### config.mk
export PLATFORM = sky130hd
export DESIGN_NAME = seven_segment_scan_driver
export DESIGN_NICKNAME = d
export VERILOG_FILES = /design/src/design/ssd_pkg.sv /design/src/design/ssd_disp_state.sv /design/src/design/ssd_out_reg.sv /design/src/design/seven_segment_scan_driver.sv
export SDC_FILE = /design/constraint.sdc
export NUM_CORES = 1
export LEC_CHECK = 0
export ABC_AREA = 0
export BUFFER_PORTS_ARGS = -buffer_cell sky130_fd_sc_hd__clkbuf_2
export CAP_MARGIN = 20
export CORE_MARGIN = 8
export CORE_UTILIZATION = 30
export DETAILED_ROUTE_END_ITERATION = 10
export HOLD_SLACK_MARGIN = 0.06
export MAX_ROUTING_LAYER = met4
export SETUP_SLACK_MARGIN = 0.2
export SLEW_MARGIN = 0
export SYNTH_ARGS = -nofsm -noshare
export SYNTH_HDL_FRONTEND = slang
export SYNTH_HIERARCHICAL = 1
export SYNTH_SLANG_ARGS = --single-unit
### constraint.sdc
create_clock -name clk -period 3.9 [get_ports clk]
set_input_delay 0.975 -clock clk [delete_from_list [all_inputs] [get_ports clk]]
set_output_delay 0.975 -clock clk [all_outputs]
set_load 0.02 [all_outputs]
### src/design/ssd_pkg.sv
// Shared types, constants and the glyph decode for the seven-segment scan driver.
// Used by every module in the design folder; depends on nothing else.
package ssd_pkg;

  localparam int DIGITS    = 4;
  localparam int DIG_IDX_W = (DIGITS > 1) ? $clog2(DIGITS) : 1;
  localparam int SEG_W     = 8;
  localparam int EN_W      = 4;
  localparam int NUM_W     = 2;
  localparam int FUNC_W    = 3;
  localparam int CHAR_W    = 8;
  localparam int POS_W     = 3;
  localparam int FLAG_W    = 8;

  localparam logic [SEG_W-1:0] SEG_POINT = 8'h80;
  localparam logic [SEG_W-1:0] SEG_BLANK = 8'h00;

  typedef enum logic [FUNC_W-1:0] {
    FN_TICK      = 3'd0,
    FN_SET_CHAR  = 3'd1,
    FN_SET_POINT = 3'd2,
    FN_SET_BLINK = 3'd3,
    FN_PHASE     = 3'd4,
    FN_BLINK_ALL = 3'd5,
    FN_CLEAR     = 3'd6,
    FN_POINT_ALL = 3'd7
  } func_t;

  // One displayed digit, as it leaves the state block toward the output register.
  typedef struct packed {
    logic [SEG_W-1:0] segments;
    logic [EN_W-1:0]  digit_enable;
    logic [NUM_W-1:0] digit_number;
  } tick_res_t;

  // ASCII to segment pattern, bit 0 is segment A. Unknown characters are blank.
  function automatic logic [SEG_W-1:0] glyph_of(input logic [CHAR_W-1:0] ch);
    logic [SEG_W-1:0] g;
    case (ch)
      "0":      g = 8'h3F;
      "1":      g = 8'h06;
      "2":      g = 8'h5B;
      "3":      g = 8'h4F;
      "4":      g = 8'h66;
      "5":      g = 8'h6D;
      "6":      g = 8'h7D;
      "7":      g = 8'h07;
      "8":      g = 8'h7F;
      "9":      g = 8'h6F;
      "-":      g = 8'h40;
      "=":      g = 8'h48;
      "I", "i": g = 8'h06;
      "T", "t": g = 8'h78;
      "E", "e": g = 8'h79;
      "R", "r": g = 8'h50;
      "O", "o": g = 8'h5C;
      "c":      g = 8'h58;
      "N", "n": g = 8'h54;
      "D", "d": g = 8'h5E;
      "F", "f": g = 8'h71;
      "A", "a": g = 8'h77;
      "B", "b": g = 8'h7C;
      "C":      g = 8'h39;
      "u":      g = 8'h1C;
      "U":      g = 8'h3E;
      "h":      g = 8'h74;
      "H":      g = 8'h76;
      "l":      g = 8'h18;
      "L":      g = 8'h38;
      default:  g = SEG_BLANK;
    endcase
    return g;
  endfunction

endpackage

### src/design/ssd_disp_state.sv
// Display state (patterns, point and blink flags, phase, scan index) and tick compose.
// Depends on ssd_pkg.
module ssd_disp_state
  import ssd_pkg::*;
(
  input  logic              clk,
  input  logic              rst_n,
  input  logic              fire,
  input  logic [FUNC_W-1:0] func,
  input  logic [CHAR_W-1:0] char_code,
  input  logic [POS_W-1:0]  position,
  input  logic [FLAG_W-1:0] flag_value,
  input  logic              active_low,
  output tick_res_t         res
);

  logic [SEG_W-1:0]     pattern_r [DIGITS];
  logic [SEG_W-1:0]     pattern_nxt [DIGITS];
  logic                 point_r [DIGITS];
  logic                 point_nxt [DIGITS];
  logic                 blink_r [DIGITS];
  logic                 blink_nxt [DIGITS];
  logic                 phase_zero_r;
  logic                 phase_zero_nxt;
  logic [DIG_IDX_W-1:0] scan_r;
  logic [DIG_IDX_W-1:0] scan_nxt;

  logic                 pos_ok;
  logic [DIG_IDX_W-1:0] widx;
  logic                 flag_on;
  logic [SEG_W-1:0]     seg;
  func_t                fn;

  // Flags only ever act when the stored value is exactly one, and the phase
  // only when it is zero, so one bit of each is kept.
  assign fn      = func_t'(func);
  assign flag_on = (flag_value == FLAG_W'(1));
  assign pos_ok  = (position != '0) && (32'(position) <= DIGITS);
  assign widx    = DIG_IDX_W'(position - POS_W'(1));

  always_comb begin
    seg = pattern_r[scan_r];
    if (point_r[scan_r]) begin
      seg = seg | SEG_POINT;
    end
    if (blink_r[scan_r] && phase_zero_r) begin
      seg = SEG_BLANK;
    end
    if (active_low) begin
      seg = ~seg;
    end
    res.segments     = seg;
    res.digit_enable = EN_W'(1) << scan_r;
    res.digit_number = NUM_W'(scan_r);
  end

  always_comb begin
    pattern_nxt    = pattern_r;
    point_nxt      = point_r;
    blink_nxt      = blink_r;
    phase_zero_nxt = phase_zero_r;
    scan_nxt       = scan_r;
    if (fire) begin
      case (fn)
        FN_TICK: begin
          if (32'(scan_r) + 1 >= DIGITS) begin
            scan_nxt = '0;
          end else begin
            scan_nxt = scan_r + DIG_IDX_W'(1);
          end
        end
        FN_SET_CHAR: begin
          if (pos_ok) begin
            pattern_nxt[widx] = glyph_of(char_code);
          end
        end
        FN_SET_POINT: begin
          if (pos_ok) begin
            point_nxt[widx] = flag_on;
          end
        end
        FN_SET_BLINK: begin
          if (pos_ok) begin
            blink_nxt[widx] = flag_on;
          end
        end
        FN_PHASE: begin
          phase_zero_nxt = (flag_value == '0);
        end
        FN_BLINK_ALL: begin
          for (int i = 0; i < DIGITS; i++) begin
            blink_nxt[i] = flag_on;
          end
        end
        FN_CLEAR: begin
          for (int i = 0; i < DIGITS; i++) begin
            pattern_nxt[i] = SEG_BLANK;
            point_nxt[i]   = 1'b0;
            blink_nxt[i]   = 1'b0;
          end
        end
        FN_POINT_ALL: begin
          for (int i = 0; i < DIGITS; i++) begin
            point_nxt[i] = flag_on;
          end
        end
        default: begin
          scan_nxt = scan_r;
        end
      endcase
    end
  end

  always_ff @(posedge clk) begin
    if (!rst_n) begin
      for (int i = 0; i < DIGITS; i++) begin
        pattern_r[i] <= SEG_BLANK;
        point_r[i]   <= 1'b0;
        blink_r[i]   <= 1'b0;
      end
      phase_zero_r <= 1'b1;
      scan_r       <= '0;
    end else begin
      pattern_r    <= pattern_nxt;
      point_r      <= point_nxt;
      blink_r      <= blink_nxt;
      phase_zero_r <= phase_zero_nxt;
      scan_r       <= scan_nxt;
    end
  end

  a_scan_in_range: assert property (@(posedge clk) disable iff (!rst_n)
    32'(scan_r) < DIGITS)
    else $error("scan index beyond last digit");

  a_scan_only_on_tick: assert property (@(posedge clk) disable iff (!rst_n)
    !(fire && fn == FN_TICK) |=> $stable(scan_r))
    else $error("scan index moved without a tick");

endmodule

### src/design/ssd_out_reg.sv
// Result register for the displayed digit; lets the input side run while a word waits.
// Depends on ssd_pkg.
module ssd_out_reg
  import ssd_pkg::*;
(
  input  logic             clk,
  input  logic             rst_n,
  input  logic             load,
  input  tick_res_t        res,
  output logic             free,
  output logic             out_valid,
  input  logic             out_ready,
  output logic [SEG_W-1:0] out_segments,
  output logic [EN_W-1:0]  out_digit_enable,
  output logic [NUM_W-1:0] out_digit_number
);

  logic      valid_r;
  logic      valid_nxt;
  tick_res_t data_r;

  assign free      = !valid_r || out_ready;
  assign valid_nxt = load || (valid_r && !out_ready);

  always_ff @(posedge clk) begin
    if (!rst_n) begin
      valid_r <= 1'b0;
    end else begin
      valid_r <= valid_nxt;
    end
  end

  always_ff @(posedge clk) begin
    if (load) begin
      data_r <= res;
    end
  end

  assign out_valid        = valid_r;
  assign out_segments     = data_r.segments;
  assign out_digit_enable = data_r.digit_enable;
  assign out_digit_number = data_r.digit_number;

  a_load_only_when_free: assert property (@(posedge clk) disable iff (!rst_n)
    load |-> free)
    else $error("result register overwritten while a word waits");

endmodule

### src/design/seven_segment_scan_driver.sv
// Four-digit multiplexed seven-segment scan driver: input register, state and output register.
// A tick word passes through the input register and then the output register to the out_ port.
// Throughput: one word per cycle, but a tick waits while the result register is full; host writes leave no result word.
// Reset (rst_n low, synchronous) blanks all digits, clears the flags, sets the scan to digit 0
// and the polarity to active high. Depends on ssd_pkg, ssd_disp_state and ssd_out_reg.
module seven_segment_scan_driver
  import ssd_pkg::*;
(
  input  logic              clk,
  input  logic              rst_n,
  input  logic              in_valid,
  output logic              in_ready,
  input  logic [FUNC_W-1:0] in_func,
  input  logic [CHAR_W-1:0] in_char_code,
  input  logic [POS_W-1:0]  in_position,
  input  logic [FLAG_W-1:0] in_flag_value,
  output logic              out_valid,
  input  logic              out_ready,
  output logic [SEG_W-1:0]  out_segments,
  output logic [EN_W-1:0]   out_digit_enable,
  output logic [NUM_W-1:0]  out_digit_number,
  input  logic              cfg_valid,
  output logic              cfg_ready,
  input  logic              cfg_active_low_segments
);

  logic              s1_valid_r;
  logic              s1_valid_nxt;
  logic [FUNC_W-1:0] s1_func_r;
  logic [CHAR_W-1:0] s1_char_r;
  logic [POS_W-1:0]  s1_pos_r;
  logic [FLAG_W-1:0] s1_flag_r;
  logic              active_low_r;
  logic              s1_is_tick;
  logic              s1_fire;
  logic              out_free;
  logic              in_fire;
  tick_res_t         res;

  assign cfg_ready = 1'b1;

  always_ff @(posedge clk) begin
    if (!rst_n) begin
      active_low_r <= 1'b0;
    end else if (cfg_valid && cfg_ready) begin
      active_low_r <= cfg_active_low_segments;
    end
  end

  // A host write always retires; a tick retires only when the result register has room.
  assign s1_is_tick   = (func_t'(s1_func_r) == FN_TICK);
  assign s1_fire      = s1_valid_r && (!s1_is_tick || out_free);
  assign in_ready     = !s1_valid_r || s1_fire;
  assign in_fire      = in_valid && in_ready;
  assign s1_valid_nxt = in_fire || (s1_valid_r && !s1_fire);

  always_ff @(posedge clk) begin
    if (!rst_n) begin
      s1_valid_r <= 1'b0;
    end else begin
      s1_valid_r <= s1_valid_nxt;
    end
  end

  always_ff @(posedge clk) begin
    if (in_fire) begin
      s1_func_r <= in_func;
      s1_char_r <= in_char_code;
      s1_pos_r  <= in_position;
      s1_flag_r <= in_flag_value;
    end
  end

  ssd_disp_state u_state (
    .clk        (clk),
    .rst_n      (rst_n),
    .fire       (s1_fire),
    .func       (s1_func_r),
    .char_code  (s1_char_r),
    .position   (s1_pos_r),
    .flag_value (s1_flag_r),
    .active_low (active_low_r),
    .res        (res)
  );

  ssd_out_reg u_out (
    .clk              (clk),
    .rst_n            (rst_n),
    .load             (s1_fire && s1_is_tick),
    .res              (res),
    .free             (out_free),
    .out_valid        (out_valid),
    .out_ready        (out_ready),
    .out_segments     (out_segments),
    .out_digit_enable (out_digit_enable),
    .out_digit_number (out_digit_number)
  );

  a_enable_matches_number: assert property (@(posedge clk) disable iff (!rst_n)
    out_valid |-> (out_digit_enable == (EN_W'(1) << out_digit_number)))
    else $error("digit select does not match digit number");

  a_tick_held_on_stall: assert property (@(posedge clk) disable iff (!rst_n)
    (s1_valid_r && s1_is_tick && out_valid && !out_ready) |=> s1_valid_r)
    else $error("tick word dropped while result register was full");

endmodule

After elaboration in Yosys (flattened, before gate mapping)
Memories as Yosys holds them, arrays and structs flattened. A register that Yosys moved wholly into a read port is not among the register bits.
Index checks and enable logic that the tools add are counted.
Storage, ports and cells
  output and inout port bits: 17
  logic and storage cells: 108
  bits in registers: 82
  ROM bits: 896
  memories: 1
Memories
  (no name shown): words 128, width 7, rd ports 1, clocked after Yosys merged registers in 1, write ports 0, line ssd_pkg.sv:39  | case (ch)
Cells by class
  order comparisons: 5
  reductions and logical operators: 29
  eq/ne operators: 11
  add/subtract/negate cells: 3
  bitwise logic cells: 3
  shifts and indexed selects: 1
  multiplexer cells: 31
Operator list (count)
  2-to-1 mux 8 bit: 10
  case mux 32 bit (2 select lines): 1
  bitwise mux 32 bit: 1
  greater-or-equal comparator 32 x 3 -> 1 bit, second input constant: 1
  2-to-1 mux 32 bit: 1
  case mux 4 bit (3 select lines): 2
  binary-select mux 8 bit (select 2 bit): 1
  demux 8 bit (select 2 bit): 1
  equality test 3 bit, second input constant: 4
  AND reduction 3 bit: 3
  nonzero test 3 bit: 3
  bitwise mux 4 bit: 2
  equality test 8 x 1 -> 1 bit, second input constant: 1
  logical AND 1 bit: 8
  zero test 8 bit: 1
  2-to-1 mux 4 bit: 2
  NOT 8 bit: 1
  2-to-1 mux 7 bit: 1
  equality test 3 x 2 -> 1 bit, second input constant: 2
  greater-or-equal comparator 3 bit, second input constant: 2
  inequality test 2 x 1 -> 1 bit, second input constant: 3
  NOT 2 -> 3 bit: 2
  zero test 1 bit: 5
  logical OR 1 bit: 5
  other kinds (14): 20

Logic depth before layout (Yosys ltp)
Gate-level depths: netlist of run 1.
  depth in word-level cells: 9
  gate-level depth with buffers: 9
  depth with buffers taken out: 8

By module
The synthesis of run 1 kept the hierarchy.
By module, submodules not included
  ssd_disp_state: times used 1, area an instance 2677.6 um2, cells an instance 331
  seven_segment_scan_driver: times used 1, area an instance 797.0 um2, cells an instance 36
  ssd_out_reg: times used 1, area an instance 469.2 um2, cells an instance 18

Worst setup path before layout of run 1
OpenSTA, ideal clock, no wires.
  path type: input to register
  start point: input port out_ready
  end point: register s1_char_r[0] (enable)
  cell stages on the path: 3
  setup slack: 630 ps
  required time: 3465 ps
  arrival: 2835 ps
  cell sequence: nand2b_4 > nor4_4 > a21boi_0
On the way
  cells in the longest elaborated chain, start to end: 5
RTL lines
  start: declaration: line seven_segment_scan_driver.sv:18  | input logic out_ready,
  logical OR 1 bit: line ssd_out_reg.sv:22  | assign free = !valid_r || out_ready;
  logical OR 1 bit: line seven_segment_scan_driver.sv:52  | assign s1_fire = s1_valid_r && (!s1_is_tick || out_free);
  logical AND 1 bit: line seven_segment_scan_driver.sv:52
  logical OR 1 bit: line seven_segment_scan_driver.sv:53  | assign in_ready = !s1_valid_r || s1_fire;
  logical AND 1 bit: line seven_segment_scan_driver.sv:54  | assign in_fire = in_valid && in_ready;
  net in_fire: line seven_segment_scan_driver.sv:37  | logic in_fire;
  end signal: assignment: line seven_segment_scan_driver.sv:68  | s1_char_r <= in_char_code;
  end: declaration: line seven_segment_scan_driver.sv:30  | logic [CHAR_W-1:0] s1_char_r;
The timed path passes the listed nets, and every way through them passes these cells.
A chain may end at the register's enable or synchronous reset.

Worst setup path after layout of run 1
  start point: input port out_ready
  end point: output port in_ready
On the way
  cells in the longest elaborated chain, start to end: 4
RTL lines
  logical OR 1 bit: line ssd_out_reg.sv:22
  net out_free: line seven_segment_scan_driver.sv:36  | logic out_free;
  logical OR 1 bit: line seven_segment_scan_driver.sv:52
  logical AND 1 bit: line seven_segment_scan_driver.sv:52
  logical OR 1 bit: line seven_segment_scan_driver.sv:53
  end: declaration: line seven_segment_scan_driver.sv:12  | output logic in_ready,
The timed path passes the listed nets, and every way through them passes these cells.

==> qor.yml, run 1 <==
status: "finished, final reports clean"
cp_data_required_time_ns: 2.92
post-route-period-util_pct: 71.3
holdBufCountCts: 0
io_pins: 45
final_area_um2: 4590
power_switching_uw: 468
syn_avg_cell_area_um2: 10.2
cts_tree: "built"
core_area_um2: 13000
grt_pass1_wl_um: 14400
slew_violations: 0
wl_um: 8670
setup_ws_ns: 1.12
cp_slowest_cell: "nor4_4"
synthDistinctLibCells: 67
synth.cell_area_um2: 3940
cts_max_level: 3
fin_worst_skew_ns: 0.00493
switching_share_pct: 25.1
cp_cell_sequence: "clkbuf_2 -> nand2b_4 -> nor4_4 -> nand2_1 -> clkbuf_2"
clkSinkCount: 78
grt_max_degree: 23
vias_per_cell: 4.92
routabilityCongestion: 0.895
p_comb_share_pct: 9.1
ant_nets: 0
track_usage_pct: 11.1
power_density_nw_per_um2: 405
drc: 0
power_leakage_uw: 0.00164
cts_buffers: 9
rsz0062_at_grt: "no"
antennaDiodeCount: 0
fmax_ghz: 0.359
critical_path_class: "input pin to output port"
clk_latency_ns: 0.33
max_cap_violations: 0
portBuffers: 43
clock_power_share_pct: 41.5
synth_flop_cell: "dfxtp_1"
grt_overflow_total: 0
fin_crit_ns: 2.78
hold_viol_final: 0
hp-class: "register to register"
first_pass_iters: 4
setup-tns-final_ns: 0
synth_cells: 385
grt_pass1_vias: 2910
fin_nets: 464
syn-num-nets: 426
cts_resized: 0
endpoint_kind: "output port"
post_cts_buffers: 0
synth_seq_area_share_pct: 48.7
row_count: 42
cp.arrival_ns: 1.81
num_vias: 2974
layout.filler_cells: 1360
drt_iter0_drc: 237
fp.dieW_um: 131
intPower_uw: 1390
drt-wirelength-per-cell_um: 14.4
pre_cts_ws_ns: 0.968
yosys_warnings: 6
synthArstFlopShare_pct: 0
power_frac_seq_pct: 49.5
dpl-instance-area_um2: 4320
hold_ws_ns: 0.449
clockBufferDepth: 2
antenna_found_initial: 0
crit_path_frequent_cell: "clkbuf_2"
setup_viol: 0
cts_root_buffer: "clkbuf_16"
worstMarginPinSlew_ns: 0.738
synth_edf_count: 36
start_kind: "input pin"
synthToLayoutAreaGrowth_pct: 16.5
crit_fanout: 4
start_util_pct: 30.3
ys_ff_latch: 78
dieArea_um2: 17100
ir_worst_vdd_mv: 0.268
die_y_um: 131
drive_gt1_share_pct: 18.9
clkSlewWorstSetupHoldPaths_ns: 0.06
relSlewSlack_pct: 50.7
dp_hpwl_um: 6460
slowest_delay_ns: 0.35
## worst paths after layout
| check | start | to | slack, ns | depth (start not counted) |
|---|---|---|---|---|
| max | out_ready | in_ready | 1.12 | 5 |
| min | u_state/pattern_r[2]$_SDFFE_PN0P_ | u_state/pattern_r[2]$_SDFFE_PN0P_ | 0.45 | 2 |
| max reg2reg | s1_func_r[2]$_DFFE_PP_ | u_state/pattern_r[4]$_SDFFE_PN0P_ | 1.52 | 7 |
| min reg2reg | u_state/pattern_r[2]$_SDFFE_PN0P_ | u_state/pattern_r[2]$_SDFFE_PN0P_ | 0.45 | 2 |
## layout by cell type (no fill, tap or decap), types with 4 or more instances in the layout
| cell | instances |
|---|---|
| nand2_1 | 53 |
| clkbuf_2 | 43 |
| dfxtp_1 | 42 |
| edfxtp_1 | 36 |
| o21ai_1 | 23 |
| nor2_1 | 22 |
| nand2b_1 | 17 |
| a21oi_1 | 17 |
| ha_1 | 13 |
| inv_1 | 12 |
| clkbuf_16 | 9 |
| mux4_2 | 9 |
| o21ai_0 | 9 |
| nand3_1 | 9 |
| mux2i_1 | 8 |
| xnor2_1 | 8 |
| nor2b_1 | 6 |
| a31oi_1 | 6 |
| o211ai_1 | 6 |
| a211oi_1 | 6 |
| and2_1 | 4 |
| o21a_1 | 4 |
| o31ai_1 | 4 |
## cell usage after synthesis, types with 9 or more instances
cell      instances  share of area (%)
a21oi_1          17                2.2
clkbuf_1         10               0.95
dfxtp_1          42                 21
edfxtp_1         36                 27
ha_1             13                4.1
inv_1            12                1.1
mux4_2            9                5.1
nand2_1          53                5.0
nand2b_1         17                2.7
nand3_1           9                1.1
nor2_1           22                2.1
o21ai_0           9                1.1
o21ai_1          23                2.9
## registers in the layout, summed over array words and instances (netlist names)
name and flops:
u_state/pattern_r 28, s1_char_r 8, s1_flag_r 8, u_out/out_segments 8, u_out/out_digit_enable 4, u_state/blink_r 4
u_state/point_r 4, s1_func_r 3, s1_pos_r 3, u_out/out_digit_number 2, u_state/scan_r 2, active_low_r 1
s1_valid_r 1, u_out/out_valid 1, u_state/phase_zero_r 1
## per-layer routing
layer  part of all wire, %  up-vias  GRT usage (%)
met3                   6.9        5           3.04
met2                    45       99           16.1
met1                    48     1381           14.7
met4                  0.46        0           3.31
li1                      -     1489              -
met5                     0        -              -
## power groups by stage
stage	logic [µW]	clock network, µW	registers, µW
finish	169	772	920
floorplan	134	0	916
detailed placement	167	0	938
global placement	167	0	937
global route	188	830	926
CTS	168	801	920
## through the flow
stage,std cells,total power (µW),utilization [%]
2_1_floorplan,385,1050,-
3_3_place_gp,588,1100,33.2
3_5_place_dp,588,1110,33.2
4_1_cts,604,1890,35.3
5_1_grt,604,1940,35.3
6_report,604,1860,35.3
## cells by family after synthesis
family	count (synthesis)	synth area share [%]
adder cells (fa/ha/maj)	13	4.12
flip-flops	78	48.7
multiplexers	17	7.17
AO/OA/AOI/OAI	102	17.4
XOR/XNOR	8	1.78
other	1	0.0951
AND/OR/NAND/NOR	134	17.4
buffers and inverters	32	3.30
## layout make-up
cell class / instances / area [µm²] / share of cell area (%)
Clock inverter: 5 / 31.3 / 0.681
Inverter: 14 / 52.6 / 1.14
Clock buffer: 11 / 243 / 5.28
Timing Repair Buffer: 45 / 230 / 5.01
Multi-Input combinational cell: 275 / 1900 / 41.3
Tap cell: 176 / 220 / 4.79
Sequential cell: 78 / 1920 / 41.8
## worst max-delay path, delay by kind of cell
family / cells / cell delay, ns
buffers and inverters: 2 / 0.24
and+or+nand+nor: 3 / 0.59
Note: power is estimated with default switching activity, not from simulation.
==> inputs of run 2 (changes only) <==
ABC_AREA = 1   (was 0)
clock period = 2.35 ns   (was 3.9 ns; I/O delays follow)
==> run 2 against run 1 <==
Effect of this change:
- register-to-register slack lost 1.1 ns
- non-clock buffer count grew 9
- critical endpoint is now u_state/pattern_r[24]$_SDFFE_PN0P_
- via count grew 24%
- power grew 76%
- synthesized area grew 5.3%
- clock-buffer cell count shrank 1
- sequential power grew 64%
- first-iteration DRC count grew 33%
- final cell count grew 27%
- hold slack lost 0.024 ns
- setup slack lost 0.69 ns
- clock skew grew 0.0023 ns
==> qor.yml, run 2 <==
status: "finished, final reports clean"
fmax_ghz: 0.519
drt-wirelength-per-cell_um: 13.2
yosys_warnings: 6
antennaDiodeCount: 0
ir_worst_vdd_mv: 0.562
start_kind: "register"
routabilityCongestion: 0.906
vias_per_cell: 4.78
clkSlewWorstSetupHoldPaths_ns: 0.06
cts_buffers: 9
fin_nets: 625
fp.dieW_um: 134
cp_data_required_time_ns: 2.56
cts_root_buffer: "clkbuf_16"
clockBufferDepth: 2
setup_viol: 0
critical_path_class: "register to register"
setup-tns-final_ns: 0
clkSinkCount: 78
fin_worst_skew_ns: 0.00719
yosys-top-cells-area: "edfxtp_1 (26%), dfxtp_1 (20%), nand2_1 (12%), a21oi_1 (5.3%), nor2_1 (5.2%)"
drc: 0
slew_violations: 0
synthToLayoutAreaGrowth_pct: 18.0
cp.arrival_ns: 2.14
num_vias: 3678
drt_iter0_drc: 316
dp_hpwl_um: 7660
synth_edf_count: 36
top_register: "u_state/pattern_r"
post-route-period-util_pct: 82.0
grt_pass1_vias: 3537
hold_viol_final: 0
max_cap_violations: 0
fin_crit_ns: 1.93
synth_flop_cell: "dfxtp_1"
synth_cells: 536
holdBufCountCts: 0
rsz0062_at_grt: "no"
grt_pass1_wl_um: 17500
layout.filler_cells: 1466
hp-class: "input pin to register"
largest_reg_flops: 28
power_density_nw_per_um2: 669
worstMarginPinSlew_ns: 0.565
endpoint_kind: "register"
synth.most_common_cell: "nand2_1"
drive_gt1_share_pct: 17.1
first_pass_iters: 5
synthArstFlopShare_pct: 0
power_leakage_uw: 0.00210
die_y_um: 134
synthDistinctLibCells: 33
portBuffers: 43
placed_cells: 752
wl_um: 10200
syn-num-nets: 577
row_count: 43
relSlewSlack_pct: 62.3
final_common_cell: "nand2_1"
synth_top_area_share_pct: 26.0
most-common-layout-cells: "nand2_1 (131), nor2_1 (58), inv_1 (47)"
ys_ff_latch: 78
grt_overflow_total: 0
cts_tree: "built"
yosys-top-cells-count: "nand2_1 (131), nor2_1 (58), inv_1 (48), a21oi_1 (44), nand3_1 (43)"
dieArea_um2: 17900
ant_nets: 0
yosysTopAreaCell: "edfxtp_1"
syn_avg_cell_area_um2: 7.75
cts_max_level: 3
clk_latency_ns: 0.34
track_usage_pct: 12.3
crit_fanout: 4
core_area_um2: 13700
synth.cell_area_um2: 4150
start_util_pct: 30.3
synth_seq_area_share_pct: 46.3
antenna_found_initial: 0
grt_max_degree: 30
stdcell_count: 769
io_pins: 45
## run 2: changes by cell type after synthesis, sizes merged, moves of 7 or more
| cell | before | now |
|---|---|---|
| nand4 | 1 | 8 |
| nand2b | 18 | 0 |
| o21ai | 32 | 39 |
| nand3 | 9 | 45 |
| a21oi | 20 | 47 |
| xnor2 | 8 | 0 |
| mux2i | 8 | 0 |
| nand2 | 53 | 137 |
| nor2 | 22 | 63 |
| xor2 | 0 | 8 |
| o22ai | 1 | 8 |
| mux4 | 9 | 0 |
| inv | 14 | 58 |
## run 2: critical path, cell delays in order (launching register included)
cell and delay (ns):
edfxtp_1 0.42, buf_4 0.18, ha_1 0.20, inv_1 0.07, o21ai_0 0.11, nand2_1 0.10
a21oi_1 0.06, o21ai_0 0.41, nor2_1 0.10, nor2_1 0.10, nor2_1 0.04
## run 2: metal layers
layer,track usage [%],vias up,routed length [µm]
met2,17.1,133,4320
li1,-,1870,-
met3,3.43,16,641
met5,-,-,0
met1,16.6,1659,5060
met4,4.43,0,163
## run 2: final timing paths
check	startpoint	to	slack [ns]	cells after the start
min reg2reg	s1_flag_r[0]$_DFFE_PP_	u_state/phase_zero_r$_SDFFE_PN1P_	0.46	1
max	s1_char_r[0]$_DFFE_PP_	u_state/pattern_r[24]$_SDFFE_PN0P_	0.42	10
min	in_char_code[2]	s1_char_r[2]$_DFFE_PP_	0.43	1
max reg2reg	s1_char_r[0]$_DFFE_PP_	u_state/pattern_r[24]$_SDFFE_PN0P_	0.42	10
## run 2: final cells by class
class | count | area (µm²) | area share (%)
inverter | 59 | 221 | 4.52
timing repair buffer | 54 | 298 | 6.08
clock inverter | 6 | 62.6 | 1.28
multi-input combinational | 382 | 1940 | 39.6
sequential | 78 | 1920 | 39.2
tap | 180 | 225 | 4.60
clock buffer | 10 | 229 | 4.68
## run 2: logic make-up (layout without fill, tap and decap cells)
logic type                 count (synthesis)  in the layout  share of synthesized area, %
other                                      1              1                        0.0903
and+or+nand+nor                          258            258                          27.4
AOI/OAI and AO/OA                        102            102                          13.5
DFF                                       78             78                          46.3
xor gates and xnor gates                   8              8                          1.69
adders and majority gates                 13             13                          3.92
buffers and inverters                     76            129                          7.14
## run 2: per-stage QoR
stage	total power [µW]	worst slack, ns	area (µm²)	util, %	hold WS [ns]
after floorplan	1820	0.540	4150	-	0.428
after global placement	1940	0.398	4590	33.5	0.440
after detailed placement	1950	0.364	4590	33.5	0.452
after CTS	3310	0.351	4880	35.6	0.409
after global routing	3440	0.220	4900	35.7	0.405
final	3270	0.423	4900	35.7	0.425
## run 2: report_power, final
group,switching (µW),internal (µW),total (µW),leakage (µW)
clock,530,818,1350,0.000138
sequential,40.3,1470,1510,0.000684
combinational,282,134,416,0.00128
## run 2: timing repair
| item | in CTS | in global routing |
|---|---|---|
| endpoints found under the setup margin | 0 | 17 |
| resized for setup | 0 | 3 |
| setup buffers | 0 | 1 |
